[config.mk]
export PLATFORM = sky130hd
export DESIGN_NAME = bounded_array_list_engine
export DESIGN_NICKNAME = d
export VERILOG_FILES = /design/src/hw/rtl/bale_pkg.sv /design/src/hw/rtl/bale_ram.sv /design/src/hw/rtl/bounded_array_list_engine.sv
export SDC_FILE = /design/constraint.sdc
export NUM_CORES = 1
export LEC_CHECK = 0
export BUFFER_PORTS_ARGS = -buffer_cell sky130_fd_sc_hd__buf_2
export CORE_ASPECT_RATIO = 1.4
export CORE_MARGIN = 1.5
export CORE_UTILIZATION = 56
export CTS_CLUSTER_DIAMETER = 40
export DETAILED_ROUTE_END_ITERATION = 16
export MAX_ROUTING_LAYER = met4
export PLACE_DENSITY = 0.71
export SYNTH_ARGS = -nofsm -noshare
export SYNTH_HDL_FRONTEND = slang
export SYNTH_SLANG_ARGS = --single-unit
[constraint.sdc]
create_clock -name clk -period 7.2 [get_ports clk]
set_clock_uncertainty 0.15 [all_clocks]
set_input_delay 1.44 -clock clk [delete_from_list [all_inputs] [get_ports clk]]
set_output_delay 1.44 -clock clk [all_outputs]
set_load 0.02 [all_outputs]
[src/hw/rtl/bale_pkg.sv]
package bale_pkg;

  // Command codes on the command input
  typedef enum logic [3:0] {
    CMD_INS_FRONT  = 4'd0,
    CMD_INS_REAR   = 4'd1,
    CMD_INS_SORTED = 4'd2,
    CMD_INS_AT     = 4'd3,
    CMD_SEARCH     = 4'd4,
    CMD_DEL_FRONT  = 4'd5,
    CMD_DEL_REAR   = 4'd6,
    CMD_DEL_AT     = 4'd7,
    CMD_DEL_ITEM   = 4'd8,
    CMD_DEL_ALL    = 4'd9
  } cmd_t;

  // Result status codes
  typedef enum logic [2:0] {
    STS_OK       = 3'd0,
    STS_FULL     = 3'd1,
    STS_EMPTY    = 3'd2,
    STS_BADLOC   = 3'd3,
    STS_NOTFOUND = 3'd4
  } status_t;

  // Sequencer states
  typedef enum logic [2:0] {
    S_IDLE,
    S_INS_RUN,
    S_INS_LAST,
    S_SCAN,
    S_FINISH
  } state_t;

  localparam int unsigned WORD_W = 32;

endpackage

[src/hw/rtl/bale_ram.sv]
module bale_ram #(
  parameter int unsigned WIDTH = 32,
  parameter int unsigned DEPTH = 16
) (
  input  logic                                   clk,
  input  logic                                   we,
  input  logic [(DEPTH > 1 ? $clog2(DEPTH) : 1)-1:0] waddr,
  input  logic [WIDTH-1:0]                       wdata,
  input  logic [(DEPTH > 1 ? $clog2(DEPTH) : 1)-1:0] raddr,
  output logic [WIDTH-1:0]                       rdata
);

  logic [WIDTH-1:0] mem [DEPTH];

  // One write port, one registered read port
  always_ff @(posedge clk) begin
    if (we) begin
      mem[waddr] <= wdata;
    end
    rdata <= mem[raddr];
  end

endmodule

[src/hw/rtl/bounded_array_list_engine.sv]
// Ordered list of up to DEPTH signed 32-bit words, kept packed at positions
// 0..count-1 in a single-port-write, registered-read RAM. One command is taken
// at a time; in_stall stays high until its result is handed to the output
// register. Inserts walk backward from the tail moving one word up per cycle;
// search and deletes walk forward over every held word, and deletes compact
// survivors toward the front as they go. Error cases and unused command codes
// go straight to the finish state without a RAM walk.
module bounded_array_list_engine import bale_pkg::*; #(
  parameter int unsigned DEPTH = 16
) (
  input  logic                                  clk,
  input  logic                                  rst,
  input  logic                                  in_valid,
  output logic                                  in_stall,
  input  logic [3:0]                            command,
  input  logic signed [WORD_W-1:0]              item_value,
  input  logic [$clog2(DEPTH+1)-1:0]            location,
  output logic                                  out_valid,
  input  logic                                  out_stall,
  output logic [2:0]                            status,
  output logic signed [WORD_W-1:0]              result_value,
  output logic [$clog2(DEPTH+1)-1:0]            removed_count,
  output logic [$clog2(DEPTH+1)-1:0]            element_count
);

  localparam int unsigned AW = (DEPTH > 1) ? $clog2(DEPTH) : 1;
  localparam int unsigned CW = $clog2(DEPTH + 1);
  localparam logic [CW-1:0] DEPTH_C = CW'(DEPTH);
  localparam logic [CW-1:0] ONE_C   = CW'(1);

  // Sequencer and datapath registers
  state_t                   state, state_next;
  cmd_t                     cmd, cmd_next;
  logic signed [WORD_W-1:0] item, item_next;
  logic [CW-1:0]            count, count_next;
  logic [CW-1:0]            pos, pos_next;
  logic [AW-1:0]            idx, idx_next;
  logic [AW-1:0]            wptr, wptr_next;
  logic [CW-1:0]            hits, hits_next;
  logic signed [WORD_W-1:0] val, val_next;
  status_t                  sts, sts_next;

  // RAM port signals
  logic                     ram_we;
  logic [AW-1:0]            ram_waddr;
  logic [WORD_W-1:0]        ram_wdata;
  logic [AW-1:0]            ram_raddr;
  logic [WORD_W-1:0]        ram_rdata;

  bale_ram #(
    .WIDTH (WORD_W),
    .DEPTH (DEPTH)
  ) u_ram (
    .clk   (clk),
    .we    (ram_we),
    .waddr (ram_waddr),
    .wdata (ram_wdata),
    .raddr (ram_raddr),
    .rdata (ram_rdata)
  );

  logic accept;
  logic out_free;
  assign in_stall = (state != S_IDLE);
  assign accept   = in_valid && (state == S_IDLE);
  assign out_free = !out_valid || !out_stall;

  // Decode of an incoming command
  cmd_t          in_cmd;
  logic          in_ins;
  logic          in_done;
  status_t       in_sts;
  logic [CW-1:0] in_pos;
  logic          in_direct;

  always_comb begin
    in_cmd    = cmd_t'(command);
    in_ins    = in_cmd inside {CMD_INS_FRONT, CMD_INS_REAR, CMD_INS_SORTED, CMD_INS_AT};
    in_done   = 1'b0;
    in_sts    = STS_OK;
    in_pos    = count;
    in_direct = 1'b0;
    case (in_cmd)
      CMD_INS_FRONT:           in_pos = '0;
      CMD_INS_AT, CMD_DEL_AT:  in_pos = location;
      default:                 in_pos = count;
    endcase
    if (in_ins) begin
      if (count == DEPTH_C) begin
        in_done = 1'b1;
        in_sts  = STS_FULL;
      end else if ((in_cmd == CMD_INS_AT) && (location > count)) begin
        in_done = 1'b1;
        in_sts  = STS_BADLOC;
      end else begin
        in_direct = (count == '0) ||
                    ((in_cmd != CMD_INS_SORTED) && (in_pos == count));
      end
    end else if (in_cmd inside {[CMD_SEARCH:CMD_DEL_ALL]}) begin
      if (count == '0) begin
        in_done = 1'b1;
        in_sts  = STS_EMPTY;
      end else if ((in_cmd == CMD_DEL_AT) && (location >= count)) begin
        in_done = 1'b1;
        in_sts  = STS_BADLOC;
      end
    end else begin
      in_done = 1'b1;
    end
  end

  // Shared compare unit on the word read back from the RAM
  logic          word_eq;
  logic          word_gt;
  logic          ins_shift;
  logic          scan_take;
  logic          scan_last;
  logic [CW-1:0] idx_c;

  always_comb begin
    word_eq   = (ram_rdata == item);
    word_gt   = ($signed(ram_rdata) > item);
    idx_c     = CW'(idx);
    ins_shift = (cmd == CMD_INS_SORTED) ? word_gt : (idx_c >= pos);
    scan_last = (idx_c == (count - ONE_C));
    case (cmd)
      CMD_DEL_FRONT:             scan_take = (idx == '0);
      CMD_DEL_REAR:              scan_take = scan_last;
      CMD_DEL_AT:                scan_take = (idx_c == pos);
      CMD_DEL_ALL:               scan_take = word_eq;
      CMD_SEARCH, CMD_DEL_ITEM:  scan_take = word_eq && (hits == '0);
      default:                   scan_take = 1'b0;
    endcase
  end

  // Next state
  always_comb begin
    state_next = state;
    case (state)
      S_IDLE: begin
        if (accept) begin
          if (in_done) begin
            state_next = S_FINISH;
          end else if (in_direct) begin
            state_next = S_INS_LAST;
          end else if (in_ins) begin
            state_next = S_INS_RUN;
          end else begin
            state_next = S_SCAN;
          end
        end
      end
      S_INS_RUN: begin
        if (!ins_shift) begin
          state_next = S_FINISH;
        end else if (idx == '0) begin
          state_next = S_INS_LAST;
        end
      end
      S_INS_LAST: state_next = S_FINISH;
      S_SCAN: begin
        if (scan_last) begin
          state_next = S_FINISH;
        end
      end
      S_FINISH: begin
        if (out_free) begin
          state_next = S_IDLE;
        end
      end
      default: state_next = S_IDLE;
    endcase
  end

  // Datapath and RAM control
  always_comb begin
    cmd_next   = cmd;
    item_next  = item;
    count_next = count;
    pos_next   = pos;
    idx_next   = idx;
    wptr_next  = wptr;
    hits_next  = hits;
    val_next   = val;
    sts_next   = sts;
    ram_we     = 1'b0;
    ram_waddr  = wptr;
    ram_wdata  = ram_rdata;
    ram_raddr  = idx;
    case (state)
      S_IDLE: begin
        if (accept) begin
          cmd_next  = in_cmd;
          item_next = item_value;
          pos_next  = in_pos;
          wptr_next = '0;
          hits_next = '0;
          val_next  = '0;
          sts_next  = in_sts;
          if (in_ins) begin
            idx_next  = AW'(count - ONE_C);
            ram_raddr = AW'(count - ONE_C);
          end else begin
            idx_next  = '0;
            ram_raddr = '0;
          end
        end
      end
      S_INS_RUN: begin
        // Move one word up, or drop the new word into the gap
        ram_we    = 1'b1;
        ram_waddr = AW'(idx + 1'b1);
        if (ins_shift) begin
          ram_wdata = ram_rdata;
          if (idx == '0) begin
            pos_next = '0;
          end else begin
            idx_next  = idx - 1'b1;
            ram_raddr = idx - 1'b1;
          end
        end else begin
          ram_wdata  = item;
          count_next = count + ONE_C;
        end
      end
      S_INS_LAST: begin
        ram_we     = 1'b1;
        ram_waddr  = pos[AW-1:0];
        ram_wdata  = item;
        count_next = count + ONE_C;
      end
      S_SCAN: begin
        // Drop taken words and compact the rest toward the front; search only records a match
        if (scan_take) begin
          hits_next = hits + ONE_C;
          val_next  = ram_rdata;
        end else if (cmd != CMD_SEARCH) begin
          ram_we    = 1'b1;
          ram_waddr = wptr;
          ram_wdata = ram_rdata;
          wptr_next = wptr + 1'b1;
        end
        if (scan_last) begin
          if ((cmd inside {CMD_SEARCH, CMD_DEL_ITEM, CMD_DEL_ALL}) && (hits_next == '0)) begin
            sts_next = STS_NOTFOUND;
          end
          if (cmd == CMD_SEARCH) begin
            hits_next = '0;
          end else begin
            count_next = count - hits_next;
          end
        end else begin
          idx_next  = idx + 1'b1;
          ram_raddr = idx + 1'b1;
        end
      end
      default: ;
    endcase
  end

  // Control registers
  always_ff @(posedge clk) begin
    if (rst) begin
      state     <= S_IDLE;
      count     <= '0;
      out_valid <= 1'b0;
    end else begin
      state <= state_next;
      count <= count_next;
      if ((state == S_FINISH) && out_free) begin
        out_valid <= 1'b1;
      end else if (!out_stall) begin
        out_valid <= 1'b0;
      end
    end
  end

  // Payload registers
  always_ff @(posedge clk) begin
    cmd  <= cmd_next;
    item <= item_next;
    pos  <= pos_next;
    idx  <= idx_next;
    wptr <= wptr_next;
    hits <= hits_next;
    val  <= val_next;
    sts  <= sts_next;
    if ((state == S_FINISH) && out_free) begin
      status        <= sts;
      result_value  <= val;
      removed_count <= hits;
      element_count <= count;
    end
  end

endmodule
# Yosys cells after proc, flatten, opt, wreduce, memory -nomap -nowiden
# Memory sizes are Yosys's and may differ from the RTL's. A register that Yosys moved wholly into a read port is not among the register bits.
# Index checks and enable logic that the tools add are counted.
classes:
  n_addsub: 7
  order_cmp: 6
  eq_ne: 35
  muxes: 68
  n_reduce_logical: 35
op_table:
  columns: ["op", "count"]
  rows:
  - ["32-bit one-hot mux with 2 select lines", 2]
  - ["32-bit two-way mux", 3]
  - ["5-bit two-way mux", 11]
  - ["32-bit equality test", 1]
  - ["32-bit greater-than comparator", 1]
  - ["4-bit two-way mux", 8]
  - ["3-bit two-way mux", 10]
  - ["5-bit one-hot mux with 2 select lines", 3]
  - ["2-bit != test (second input constant)", 11]
  - ["4-bit by 3-bit equality test with 1-bit output (second input constant)", 5]
  - ["4-bit AND reduction", 5]
  - ["1-bit two-way mux", 16]
  - ["4-bit one-hot mux with 2 select lines", 2]
  - ["5-bit logical NOT", 3]
  - ["3-bit one-hot mux with 5 select lines", 1]
  - ["5-bit one-hot mux with 3 select lines", 1]
  - ["2-bit two-way mux", 7]
  - ["4-bit by 2-bit equality test with 1-bit output (second input constant)", 3]
  - ["4-bit one-hot mux with 3 select lines", 1]
  - ["5-bit by 1-bit adder with 5-bit output (second input constant)", 2]
  - ["4-bit by 5-bit equality test with 1-bit output", 2]
  - ["3-bit nonzero test", 3]
  - ["4-bit by 1-bit adder with 4-bit output (second input constant)", 2]
  - ["4-bit equality test (second input constant)", 2]
  - ["other kinds (31)", 46]
word_totals:
  wordCells: 167
  mem_count: 1
  ramBits: 512
  output_inout_bits: 47
  reg_bits: 143
  inputBits: 45
mem_list:
  columns: ["memory", "words", "word_bits", "read_ports", "rd_ports_with_merged_regs", "write_ports", "line", "source"]
  rows:
  - ["u_ram.mem", 16, 32, 1, 1, 1, "bale_ram.sv:13", "logic [WIDTH-1:0] mem [DEPTH];"]

# Logic depth before layout (Yosys ltp)
depth:
  depth_word: 13
  ltp_mapped: 19
  ltp_nobuf: 19

# Cells and area by module
# A second synthesis with hierarchy kept.
hier_totals:
  hier_cells: 1489
  hier_area_um2: 27353.7
by_module_without_submodules:
  columns: ["module", "seq_area_each_um2", "cells_each", "area_each_um2", "n_inst"]
  rows:
  - ["bale_ram", 16015.4, 838, 19835.3, 1]
  - ["bounded_array_list_engine", 4164.0, 651, 7518.5, 1]

# Worst setup path after synthesis
# No wires, ideal clock.
synth_timing:
  kind: "reg-to-reg"
  from: "reg count[1]"
  to: "reg val[0] (enable)"
  t_required_ns: 6.584
  synth_period_minus_slack_ns: 5.145
  path_buffers: 0
  path_slack_ns: 2.055
  setup_time_ns: 0.466
  arrival_time_ns: 4.530
  stages_incl_launch_ff: 10
  path_cell_list: "dfxtp_1 > inv_1 > ha_1 > or3b_4 > o32a_1 > a211oi_4 > o2bb2ai_1 > a22oi_1 > o21a_1 > o21ai_0"
synth_via:
  elab_chain_cells: 5
synth_rtl:
  columns: ["item", "line", "source"]
  rows:
  - ["start: declaration", "bounded_array_list_engine.sv:35", "logic [CW-1:0] count, count_next;"]
  - ["start signal: assignment", "bounded_array_list_engine.sv:269", "count <= count_next;"]
  - ["5-bit by 1-bit subtractor with 5-bit output", null, null]
  - ["4-bit by 5-bit equality test with 1-bit output", "bounded_array_list_engine.sv:125", "scan_last = (idx_c == (count - ONE_C));"]
  - ["1-bit one-hot mux with 5 select lines", "bounded_array_list_engine.sv:126", "case (cmd)"]
  - ["2-bit != test (no source line)", null, null]
  - ["3-bit AND reduction (no source line)", null, null]
  - ["end signal: assignment", "bounded_array_list_engine.sv:286", "val <= val_next;"]
  - ["end: declaration", "bounded_array_list_engine.sv:40", "logic signed [WORD_W-1:0] val, val_next;"]
# No other way between the ends.
# A chain may end at the register's enable or synchronous reset.

# Worst setup path after layout
layout_timing:
  from: "reg u_ram.rdata[7] (read register of u_ram.mem)"
  to: "reg u_ram.rdata[0] (read register of u_ram.mem)"
layout_via:
  elab_chain_cells: 4
layout_rtl:
  columns: ["item", "line", "source"]
  rows:
  - ["start: declaration", "bale_ram.sv:10", "output logic [WIDTH-1:0] rdata"]
  - ["32-bit greater-than comparator", "bounded_array_list_engine.sv:122", "word_gt = ($signed(ram_rdata) > item);"]
  - ["1-bit two-way mux", "bounded_array_list_engine.sv:124", "ins_shift = (cmd == CMD_INS_SORTED) ? word_gt : (idx_c >= pos);"]
  - ["4-bit two-way mux", null, null]
  - ["4-bit one-hot mux with 3 select lines", null, null]
# No other way between the ends.

==> metrics.cfg <==
[sta]
setup_viol=0
fmax_ghz=0.180
slew_viol_final=155
rsz0062_at_grt=no
timing.hold.ws_ps=266
maxSlewHeadroom=-0.224
fin_crit_ps=5550
hold_viol=0
finalCritPeriodShare=0.771
tightestPinTransition_ps=1840
setup_tns_ps=0

[cts]
cts_tree=built
holdBufCountCts=0
cts_resized=0
cts.root.buffer_cell=clkbuf_16
numCtsBuffers=61
worstSkewPairLatency_ps=610
postCtsSetupBuffers=0
htree_levels=2
clock_sinks=687
clk_pin_slew_ps=60
clockBufferDepth=3

[floorplanning]
initial_core_util=0.564
die_x_um=196
core_sq_mm=0.0519
dieArea_sq_mm=0.0537
fp.dieH_um=274
fp-row-count=99
ios=92

[status]
violations=slew limit
status=finished with violations

[synthesis]
synth_ff_type=edfxtp_1
async_flop_share=0
syn_nets=2404
synth_edf_count=642
ys_seq_area_frac=0.689
synth_cell_types=78
syn_inst=2307
synthTopCellsByCount=nand3_1, edfxtp_1, o21ai_0
syn_area_sq_mm=0.0293
synth_most_common_cell=nand3_1
synth_area_leader_cell=edfxtp_1
syn_area_per_cell_sq_um=12.7
ys_warn_count=0
netlist.area_leader.share=0.659
synth_seq_cells=687
ys_top_cells_by_area=edfxtp_1, nand3_1, o21ai_0, dfxtp_1, ha_1

[global_routing]
track_usage=0.287
grt.overflow.total=0
grt_pass1_vias=18736
grt_start_max_net_pins=258
grt_pass1_wl_um=113000
antenna_found_initial=2

[power_and_ir_drop]
pwr-share-comb=0.419
p_seq_frac=0.384
p_leak_nw=11.1
power_switching_mw=6.55
power_mw=15.9
switching_share=0.412
pwr-share-clk=0.197
irDropWorstVdd_mv=0.957
p_int_mw=9.36
powerDensity_mw_per_mm2=496

[routing]
antenna_left=0
route.detailed.drc=0
viasPerCell=6.55
avgRoutedWirePerCell_um=25.0
vias=19851
firstDrtPassIters=5
routed_wl_um=75700
drt_iter0_drc=2768

[setup_path]
startpoint_type=flop
crit_path_cell_trace=ha_1 -> nand4_1 -> nor4_1 -> a21oi_1 -> and2_1 -> a41oi_2 -> a31oi_1 -> o221ai_4 -> buf_4 -> buf_4 -> nand3_1 -> nand3_1 -> nand4_1
crit_fanout=72
criticalPathCategory=reg -> reg
critPathCaptureType=flop
cp_slowest_stage_delay_ps=830
arrival_ps=5810
critPathSlowestCell=nor4_1
worst_ep_required_time_ps=7460

[cells_and_area]
drive_gt1_frac=0.119
layout.nets=2420
synthToLayoutAreaGrowth_pct=9.63
final_core_util=0.618

[placement]
dpl.hpwl_um=41400
io_buffers=91
gp_congestion=0.940

[hold_path]
hold_class=reg -> reg

[job]
maxCapViolations=0

## power by group through the flow
stage / registers [mW] / logic (mW) / clock network [mW]
finish: 6.11 / 6.67 / 3.13
global route: 6.15 / 7.25 / 3.30
CTS: 6.10 / 6.57 / 3.16
detailed placement: 6.18 / 6.54 / 0
global placement: 6.17 / 6.37 / 0
floorplan: 6.10 / 4.76 / 0
## kinds of logic (layout without fill, tap and decap cells)
logic type | count (synthesis) | after routing | synth area share
AND/OR/NAND/NOR | 889 | 889 | 0.154
adder cells (fa/ha/maj) | 52 | 52 | 0.0225
other | 0 | 1 | 0
flip-flops | 687 | 687 | 0.689
XOR/XNOR | 18 | 18 | 0.00586
AO/OA/AOI/OAI | 389 | 389 | 0.0760
multiplexers | 37 | 37 | 0.0145
buffers and inverters | 235 | 300 | 0.0380
## registers in the layout, indices dropped and copies added, names as in the netlist
| register | count |
|---|---|
| out_valid | 1 |
| removed_count | 5 |
| pos | 5 |
| val | 32 |
| count | 5 |
| sts | 3 |
| element_count | 5 |
| u_ram.mem | 512 |
| result_value | 32 |
| item | 32 |
| u_ram.rdata | 32 |
| state | 3 |
| cmd | 4 |
| idx | 4 |
| status | 3 |
| hits | 5 |
| wptr | 4 |
## worst paths after layout
check / startpoint / to / slack, ps / cells past startpoint
min: val[21] / result_value[21] / 270 / 0
min reg2reg: val[21] / result_value[21] / 270 / 0
max reg2reg: u_ram.rdata[7] / u_ram.rdata[0] / 1650 / 13
max: u_ram.rdata[7] / u_ram.rdata[0] / 1650 / 13
## layer usage
| layer | vias to the layer above | share of wire | global-route usage |
|---|---|---|---|
| li1 | 8797 | - | - |
| met1 | 9737 | 0.38 | 0.372 |
| met2 | 1113 | 0.48 | 0.449 |
| met3 | 204 | 0.098 | 0.0431 |
| met4 | 0 | 0.046 | 0.132 |
| met5 | - | 0 | - |
## placed cells by master (no fill, tap or decap), drive strengths merged, types with 6 or more instances in the layout
master  instances
a22oi           6
clkinv         27
nor3            6
buf           124
a211oi          7
inv            70
xnor2          10
dfxtp          45
nand2b          9
nand2          51
o22ai           7
edfxtp        642
and2           35
nand4          43
nor2b          10
nor2           61
clkbuf         75
mux2           33
o21ai         274
ha             51
nand3         650
a21oi          34
a21o            9
xor2            7
## area by class of cell
type / count / area (sq um)
diodes: 1 / 2.50
clock buffers: 75 / 1580
clock inverters: 37 / 318
fillers: 3835 / 19800
inverters: 64 / 243
multi-input cells: 1385 / 8200
flip-flops and latches: 687 / 20200
well taps: 656 / 821
repair buffers: 124 / 753
## worst max-delay path: cells and delay by family, from the launching register on
| kind | cells | cell delay (ps) |
|---|---|---|
| buffers and inverters | 2 | 1410 |
| adders and majority gates | 1 | 340 |
| DFF | 1 | 360 |
| and+or+nand+nor | 6 | 1830 |
| AOI/OAI and AO/OA | 4 | 1210 |
## metrics by stage
step	area, sq um	setup WS (ps)	instances
final	32100	1650	3029
after global routing	32100	1500	3029
after CTS	32100	1760	3028
after detailed placement	30200	1540	2916
after global placement	30200	1690	2916
after floorplan	29300	2050	2307
No activity file was read; power rests on OpenSTA's default activity.
